### src/hdl/tnn_pkg.sv
// Shared types and constants of the three-nearest-neighbor search core.
package tnn_pkg;

  // Default sizing of the reference store and the coordinate format.
  localparam int MAX_REFS_DEF   = 1024;
  localparam int COORD_BITS_DEF = 16;

  // Fixed field widths of the stream and configuration ports.
  localparam int INDEX_W   = 10;
  localparam int DIST_W    = 34;
  localparam int COUNT_W   = 11;
  localparam int PORT_CW   = 16;
  localparam int NUM_RANKS = 3;

  // Saturated distance, also returned for a rank with no neighbor.
  localparam logic [DIST_W-1:0] DIST_ALL_ONES = '1;

  // Operation carried in the input tuser bit.
  typedef enum logic {
    OP_LOAD  = 1'b0,
    OP_QUERY = 1'b1
  } op_t;

  // Control of the ranking unit for one cycle.
  typedef struct packed {
    logic clear;
    logic update;
  } rank_ctrl_t;

endpackage

### src/hdl/tnn_rank.sv
// Sorted list of the three smallest distances seen during one query.
module tnn_rank import tnn_pkg::*; #(
  parameter int DIST_BITS = 36,
  parameter int TAG_BITS  = 10
) (
  input  logic                                clk,
  input  logic                                rst,
  input  rank_ctrl_t                          ctrl,
  input  logic [DIST_BITS-1:0]                cand_dist,
  input  logic [TAG_BITS-1:0]                 tag,
  output logic [NUM_RANKS-1:0][DIST_BITS-1:0] best_dist,
  output logic [NUM_RANKS-1:0][TAG_BITS-1:0]  best_tag,
  output logic [NUM_RANKS-1:0]                best_valid
);

  logic [NUM_RANKS-1:0] lt;

  // An empty rank counts as infinitely far; strict compare keeps the earlier slot on ties.
  always_comb begin
    for (int r = 0; r < NUM_RANKS; r++) begin
      lt[r] = !best_valid[r] || (cand_dist < best_dist[r]);
    end
  end

  // Occupancy of each rank moves with the entries.
  always_ff @(posedge clk) begin
    if (rst || ctrl.clear) begin
      best_valid <= '0;
    end else if (ctrl.update) begin
      if (lt[0]) begin
        best_valid <= {best_valid[1], best_valid[0], 1'b1};
      end else if (lt[1]) begin
        best_valid[2] <= best_valid[1];
        best_valid[1] <= 1'b1;
      end else if (lt[2]) begin
        best_valid[2] <= 1'b1;
      end
    end
  end

  // Insert the new candidate and push the worse entries down.
  always_ff @(posedge clk) begin
    if (ctrl.update) begin
      if (lt[0]) begin
        best_dist[2] <= best_dist[1];
        best_tag[2]  <= best_tag[1];
        best_dist[1] <= best_dist[0];
        best_tag[1]  <= best_tag[0];
        best_dist[0] <= cand_dist;
        best_tag[0]  <= tag;
      end else if (lt[1]) begin
        best_dist[2] <= best_dist[1];
        best_tag[2]  <= best_tag[1];
        best_dist[1] <= cand_dist;
        best_tag[1]  <= tag;
      end else if (lt[2]) begin
        best_dist[2] <= cand_dist;
        best_tag[2]  <= tag;
      end
    end
  end

endmodule

### config.mk
export PLATFORM = sky130hd
export DESIGN_NAME = tnn_rank
export DESIGN_NICKNAME = d
export VERILOG_FILES = /design/src/hdl/tnn_pkg.sv /design/src/hdl/tnn_rank.sv
export SDC_FILE = /design/constraint.sdc
export NUM_CORES = 1
export LEC_CHECK = 0
export ABC_AREA = 1
export BUFFER_PORTS_ARGS = -buffer_cell sky130_fd_sc_hd__buf_2
export CORE_MARGIN = 1.5
export CORE_UTILIZATION = 35
export CTS_BUF_LIST = sky130_fd_sc_hd__clkbuf_4
export CTS_CLUSTER_DIAMETER = 40
export DETAILED_ROUTE_END_ITERATION = 10
export PLACE_DENSITY = 0.61
export SETUP_SLACK_MARGIN = 0.05
export SYNTH_ARGS = -nofsm -noshare
export SYNTH_HDL_FRONTEND = slang
export SYNTH_SLANG_ARGS = --single-unit
### constraint.sdc
create_clock -name clk -period 10.65 [get_ports clk]
set_input_delay 2.13 -clock clk [delete_from_list [all_inputs] [get_ports clk]]
set_output_delay 2.13 -clock clk [all_outputs]
set_load 0.01 [all_outputs]
==> Word level (Yosys, flattened, before mapping) <==
Cells that the tools add are included.
{ "totals": {"reg_bits": 141, "output_inout_bits": 141} }
{ "op_classes": {"order_cmp": 3, "muxes": 12, "n_reduce_logical": 12} }
{ "op_table": {"columns": ["operator", "n"], "rows": [
  ["< comparator 36 bit", 3],
  ["two-way mux 36 bit", 3],
  ["two-way mux 72 bit", 1],
  ["two-way mux 10 bit", 3],
  ["two-way mux 20 bit", 1],
  ["AND reduction 2 bit", 3],
  ["logical OR 1 bit", 4],
  ["zero test 1 bit", 3],
  ["two-way mux 1 bit", 3],
  ["nonzero test 3 bit", 1],
  ["two-way mux 2 bit", 1],
  ["nonzero test 2 bit", 1]
]} }

==> Logic depth before layout (Yosys ltp) <==
Gate-level depths: netlist of run 1.
{ "depth": {"ltp_word": 5, "ltp_mapped": 17} }

==> Least setup slack after synthesis of run 1 <==
OpenSTA, ideal clock, no wires.
{ "synth_path": {"path_kind": "in2reg", "start": "input port cand_dist[27]", "end": "register best_dist[0] in the netlist's numbering, enable pin", "setup_ns": 0.450, "t_arrival_ns": 5.366, "slack_ns": 4.834, "path_stages": 12, "cell_sequence": "ha_1 > a21o_1 > nor2_1 > nand2_1 > nand2_1 > nand2_1 > nor2_1 > a21oi_2 > buf_4 > buf_6 > buf_6 > nor2_1"} }
{ "synth_between": {"elab_chain_len": 3} }
{ "synth_lines": {"columns": ["element", "line_no", "text"], "rows": [
  ["from (decl)", "tnn_rank.sv:9", "input logic [DIST_BITS-1:0] cand_dist,"],
  ["< comparator 36 bit", "tnn_rank.sv:21", "lt[r] = !best_valid[r] || (cand_dist < best_dist[r]);"],
  ["logical OR 1 bit", "tnn_rank.sv:21", null],
  ["AND reduction 2 bit (no line)", null, null],
  ["to (decl)", "tnn_rank.sv:11", "output logic [NUM_RANKS-1:0][DIST_BITS-1:0] best_dist,"]
]} }
No other way between the ends.
A chain may end at the register's enable or synchronous reset.

==> Worst setup path after layout of run 1 <==
{ "layout_path": {"start": "input port cand_dist[35]", "end": "register best_dist[81] in the netlist's numbering, enable pin"} }
{ "layout_between": {"elab_chain_len": 4, "word_cells_on_any_way": 8, "cone_classes": "order compare (3); reduce/logical (5)"} }
{ "layout_lines": {"columns": ["element", "line_no"], "rows": [
  ["< comparator 36 bit", "tnn_rank.sv:21"],
  ["logical OR 1 bit", "tnn_rank.sv:21"],
  ["nonzero test 3 bit (no line) *", null],
  ["AND reduction 2 bit (no line) *", null]
]} }
Every way passes the cells marked *; elsewhere a longest branch is shown, timed or not.

==> impl_metrics.ini, run 1 <==
[layout]
design_area_mm2 = 0.009856
drive_above_1_share_pct = 20.93
final_common_cell = nand2_1
fin_nets = 1255
final_cell_mix = nand2_1, buf_2, inv_1, edfxtp_1, ha_1
area_delta_synth_final_pct = 18.65

[yosys]
syn-num-nets = 1065
synth_compound_area_share_pct = 6.612
synth.distinct_cells = 21
synth_ff_type = edfxtp_1
synthXorXnorAreaFrac_pct = 0
synthAdderAreaFrac_pct = 15.82
synth_top_family_by_area = simple AND/OR/NAND/NOR gates
syn_inst = 910
async_flop_share_pct = 0
synthSimpleGateAreaFrac_pct = 18.71
syn_area_per_cell_um2 = 9.128
ys_seq_area_share_pct = 50.61
synth_top_area_share_pct = 49.89
synth.area.mux_share_pct = 0
yosys-top-cells-area = edfxtp_1, ha_1, nand2_1
yosysWarnings = 0
synth_edf_count = 138
yosysTopAreaCell = edfxtp_1
synth_seq_cells = 141
netlist_area_mm2 = 0.008307

[worst_hold_path]
hp-class = flip-flop to flip-flop
worstHoldStart = best_valid[2]
min_to = best_valid[2]
hold_depth = 2

[route]
drc_errors = 0
vias = 6537
routed_wl_mm = 21.66
ant_nets = 0
via_per_inst = 4.562
wire_per_inst_um = 15.11
firstDrtPassIters = 4
drtIter0Drc = 306

[place]
gp_congestion = 0.8033
pre_cts_slack_ns = 4.253
port_buffers = 190
placed_area_mm2 = 0.009577
dp_hpwl_mm = 15.92

[critical_path]
path_class = input port to flip-flop
rr_worst_depth = 15
cp_max_fo = 63
timing.rr.end = best_dist[81]
start_kind = input port
cp.required_ns = 10.90
r2r_slack_ns = 6.24
endpoint_kind = flip-flop
r2r_start = best_dist[33]
cp_data_arrival_time_ns = 5.95

[flow_run]
drv_cap = 0

[floorplan]
start_util_pct = 35.50
die-area_mm2 = 0.02467
pin_count = 191
die_x_um = 157.1
core_area_mm2 = 0.02340
die_h_um = 157.1
core.rowCount = 56

[clock_network]
root_buffer = clkbuf_4
cts-resized-gates = 0
cts_made_buffers = 17
clk_latency_ns = 0.54
post-cts-setup-buffer-count = 0
holdBufCountCts = 0
cts_tree = done
clockBufferDepth = 2
path_clk_slew_ns = 0.12
htreeDepth = 4
cts.sinks = 141

[timing]
post-route-min-period_ns = 5.696
whs_ns = 0.5536
setup_slack_ns = 4.954
report.final.slew_viol_count = 0
hold_violations = 0
skew_ns = 0.02260
tns_ns = 0
max-slew-margin-rel_pct = 30.93
worst_pin_slew_ns = 1.032
rsz0062_at_grt = no
max_freq_mhz = 175.6
setup_violations = 0
post-route-period-util_pct = 53.48

[outcome]
status = finished clean

[global_routing]
grtUsageTotal_pct = 17.80
antenna_found_initial = 1
grt_overflow = 0
first_global_vias = 6261
grt_max_degree = 67
grt_pass1_wl_mm = 33.01

[pwr]
power.density_mw_per_mm2 = 129.7
fin_total_pwr_mw = 1.278
ir_drop_v = 0.00006047
p_leak_nw = 4.917
[worst max-delay path by stage]
stage	slack, ns	cells past startpoint	end	from
after floorplan	4.83	12	best_dist[0]	cand_dist[27]
after global placement	4.34	15	best_dist[83]	cand_dist[35]
after detailed placement	4.25	15	best_dist[80]	cand_dist[35]
after CTS	4.85	15	best_dist[80]	cand_dist[35]
after global routing	4.50	15	best_dist[81]	cand_dist[27]
final	4.95	15	best_dist[81]	cand_dist[35]
[through the flow]
step,util [%],std cells
global placement,40.92,1400
detailed placement,40.92,1400
global route,42.11,1433
floorplan,-,910
CTS,42.10,1432
finish,42.11,1433
[final cells by class]
| cell class | count | area [um^2] |
|---|---|---|
| fill | 2391 | 13550 |
| sequential | 141 | 4204 |
| multi-input combinational | 603 | 3448 |
| timing repair buffer | 196 | 996.0 |
| inverter | 141 | 529.3 |
| tap | 319 | 399.1 |
| clock inverter | 15 | 148.9 |
| clock buffer | 17 | 127.6 |
| antenna | 1 | 2.502 |
[synth_stat cells, types with 2 or more instances]
master and number:
inv_1 141, o21ai_0 48, edfxtp_1 138, clkbuf_1 5, nor2_1 48, a21o_1 6, nand2_1 293, buf_8 2
o21a_1 2, nor3_1 2, a21boi_0 4, nand3_1 50, ha_1 105, buf_2 14, buf_6 2, buf_4 2
a21oi_1 42, dfxtp_1 3
[flip-flops by register name, indices dropped and copies added (netlist names)]
| name | count |
|---|---|
| best_valid | 3 |
| best_dist | 108 |
| best_tag | 30 |
[critical path, stage by stage]
cell and delay, ns:
buf_2 0.15, ha_1 0.30, nand2_1 0.06, nor2_1 0.14, nand2_1 0.12, nor2_1 0.19, nand2_1 0.07, nor2_1 0.10
nor2_1 0.08, a21oi_4 0.11, buf_4 0.52, nand2_2 0.77, nand2_1 0.35, nand2_2 0.38, buf_4 0.42
[cell families (layout without fill, tap and decap cells)]
kind of cell,Yosys count,in the layout
and+or+nand+nor,395,395
adders and majority gates,105,105
DFF,141,141
AOI/OAI and AO/OA,103,103
other,0,1
buffers and inverters,166,369
[report_power, final]
part | switching (mW) | leakage, nW | total [mW] | internal [mW]
clock | 0.221 | 0.141 | 0.359 | 0.138
combinational | 0.150 | 3.38 | 0.239 | 0.0886
sequential | 0.0227 | 1.39 | 0.680 | 0.658
[routing by layer]
metal  up-vias  global-route usage, %  share of wire [%]
met1      3001                  22.97                 46
met2       146                  29.71                 48
met3        15                  4.488                4.9
met4         0                  4.717                1.2
li1       3375                      -                  -
met5         -                      0                  0
Power figures use the tool's default switching activity.
==> run 2: changes to the inputs <==
- ABC_AREA: 1 -> 0
- clock period: 10.65 -> 5.8 ns (I/O delays scaled with it)
==> run 2 against run 1 <==
Worst hold slack better by 0.027 ns; first-iteration DRC count is 9.2% lower; sequential cell count stayed put; register-to-register slack worse by 4.2 ns; synthesized area is 1.3% lower; cell area is 0.16% lower; sequential power is 82% higher; via count is 15% lower; cell count is 19% lower; combinational power is 71% higher; synthesized cell count is 31% lower; routed wire length is 7.4% lower.
==> impl_metrics.ini, run 2 <==
[timing]
skew_ns = 0.02554
max_freq_mhz = 247.4
post-route-min-period_ns = 4.042
max-slew-margin-rel_pct = 28.59
tns_ns = 0
worst_pin_slew_ns = 1.069
setup_violations = 0
hold_violations = 0
post-route-period-util_pct = 69.70
report.final.slew_viol_count = 0
rsz0062_at_grt = no

[place]
dp_hpwl_mm = 14.93
placed_area_mm2 = 0.009574
port_buffers = 190
gp_congestion = 0.7787

[outcome]
status = finished clean

[layout]
antenna_cells = 0
seq_area_mm2 = 0.004204
final_cell_mix = buf_2, edfxtp_1, inv_1, ha_1, mux2_4
final_common_cell = buf_2
multi_input_area_mm2 = 0.003547
regMostFlops = best_dist
fin_nets = 986
largest_reg_flops = 108
area_delta_synth_final_pct = 20.02
fill_cells = 2172
drive_above_1_share_pct = 38.63
design_area_mm2 = 0.009839
reg_top3 = best_dist x108, best_tag x30, best_valid x3

[yosys]
synth_top_area_share_pct = 50.55
yosysTopAreaCell = edfxtp_1
synth_edf_count = 138
synth_seq_cells = 141
async_flop_share_pct = 0
netlist_area_mm2 = 0.008198
yosys-top-cells-area = edfxtp_1, ha_1, mux2_4
synth_ff_type = edfxtp_1
syn_area_per_cell_um2 = 13.10
synth.distinct_cells = 36
yosys-top-cells-count = edfxtp_1, inv_1, ha_1, mux2_4, mux2_2
yosysWarnings = 0
synth.area.mux_share_pct = 15.03
syn_inst = 626
synthSimpleGateAreaFrac_pct = 4.701
syn-num-nets = 781
synth_compound_area_share_pct = 6.960
synthXorXnorAreaFrac_pct = 0
ys_seq_area_share_pct = 51.28
yosysMostFrequentCell = edfxtp_1
synth_top_family_by_area = adder cells
synthAdderAreaFrac_pct = 16.03

[clock_network]
htreeDepth = 4
clockBufferDepth = 2
cts_made_buffers = 17
cts.sinks = 141
cts_tree = done
root_buffer = clkbuf_4
path_clk_slew_ns = 0.12
post-cts-setup-buffer-count = 0
holdBufCountCts = 0
clk_latency_ns = 0.57
cts-resized-gates = 0

[worst_hold_path]
min_to = best_valid[0]
hold_depth = 2
worstHoldStart = best_valid[0]
hp-class = flip-flop to flip-flop

[pwr]
p_leak_nw = 4.562
power_frac_comb_pct = 17.9
fin_total_pwr_mw = 2.283
seqPwrFrac_pct = 54.3
ir_drop_v = 0.0001050
clockPowerShare_pct = 27.8
power.density_mw_per_mm2 = 232.0
power.switching_uw = 680.7
p_int_mw = 1.602
switching_share_pct = 29.82

[critical_path]
crit_chain = buf_2, ha_1, a21oi_1, o21ai_0, a211oi_1, o311ai_0, a22oi_1, a21oi_4, buf_12, mux2_2
path_class = input port to flip-flop
rr_worst_depth = 10
r2r_start = best_dist[45]
cp.required_ns = 6.12
cp_max_fo = 28
crit_buf_inv = 2
endpoint_kind = flip-flop
cp_data_arrival_time_ns = 4.36
slowest_stage = a21oi_4
r2r_slack_ns = 2.07
start_kind = input port
timing.rr.end = best_dist[77]
crit_path_max_incr_delay_ns = 0.84
critPathTopFamily = compound AO/OA/AOI/OAI gates

[global_routing]
grtUsageTotal_pct = 17.03
antenna_found_initial = 0
first_global_vias = 5545
grt_max_degree = 47
grt_overflow = 0
grt_pass1_wl_mm = 30.78

[route]
drtIter0Drc = 278
met2_length_mm = 9.313
via_per_inst = 4.801
firstDrtPassIters = 4
wire_per_inst_um = 17.33
highest_layer = met4
vias = 5555
routed_wl_mm = 20.05
met1Wirelength_mm = 9.254
wl_met3_mm = 1.195
ant_nets = 0
drc_errors = 0

[floorplan]
pin_count = 191
start_util_pct = 35.99
die_x_um = 156.0
core_area_mm2 = 0.02278
die_h_um = 156.0
core.rowCount = 55
die-area_mm2 = 0.02435

[flow_run]
drv_cap = 0
run 2: cell types whose count changed in the layout (fill, tap and decap cells not counted), sizes merged, moves of 8 or more:
cell   previous run  this run
nand3            50         7
mux2              0        92
o21ai            48        19
and4              0         8
nor2             48        15
nand2           293        34
inv             142       112
run 2: power by group through the flow:
stage / logic, mW / registers (mW) / clock network, mW
global placement: 0.406 / 1.26 / 0
finish: 0.409 / 1.24 / 0.635
detailed placement: 0.413 / 1.26 / 0
CTS: 0.416 / 1.24 / 0.659
floorplan: 0.212 / 1.28 / 0
global route: 0.466 / 1.25 / 0.693
run 2: through the flow:
step	utilization, %	hold slack [ns]	instances	setup WS (ns)
floorplan	-	0.5420	626	0.07645
global placement	42.03	0.5561	1125	1.177
detailed placement	42.03	0.5560	1125	1.164
CTS	43.20	0.5772	1157	1.792
global route	43.20	0.6161	1157	1.566
finish	43.20	0.5802	1157	1.758
run 2: metal layers:
layer	global-route usage [%]	up-vias
li1	-	2716
met1	22.35	2671
met2	27.53	147
met3	4.611	21
met4	4.853	0
met5	0	-
run 2: tightest hold or removal path: stages, from the launching register on:
cell and delay (ns):
dfxtp_1 0.38, nor2_1 0.12, nor3_1 0.05
run 2: area by class of cell:
| cell class | count | share of cell area [%] |
|---|---|---|
| clock inverters | 14 | 1.322 |
| multi-input cells | 369 | 36.05 |
| clock buffers | 18 | 1.373 |
| well taps | 313 | 3.980 |
| repair buffers | 196 | 10.50 |
| inverters | 106 | 4.044 |
| flip-flops and latches | 141 | 42.73 |
run 2: worst max path at each step:
stage,start,endpoint,cells past startpoint
after floorplan,cand_dist[23],best_dist[100],10
after global placement,cand_dist[9],best_tag[22],10
after detailed placement,cand_dist[9],best_dist[72],10
after CTS,cand_dist[9],best_dist[79],10
after global routing,cand_dist[9],best_dist[42],10
final,cand_dist[9],best_dist[77],10
run 2: cells by family (layout without fill, tap and decap cells):
family	Yosys count	in the layout
mux	94	94
flops	141	141
fa+ha+maj	105	105
compound gates	90	90
simple gates	80	80
buf+inv	116	334
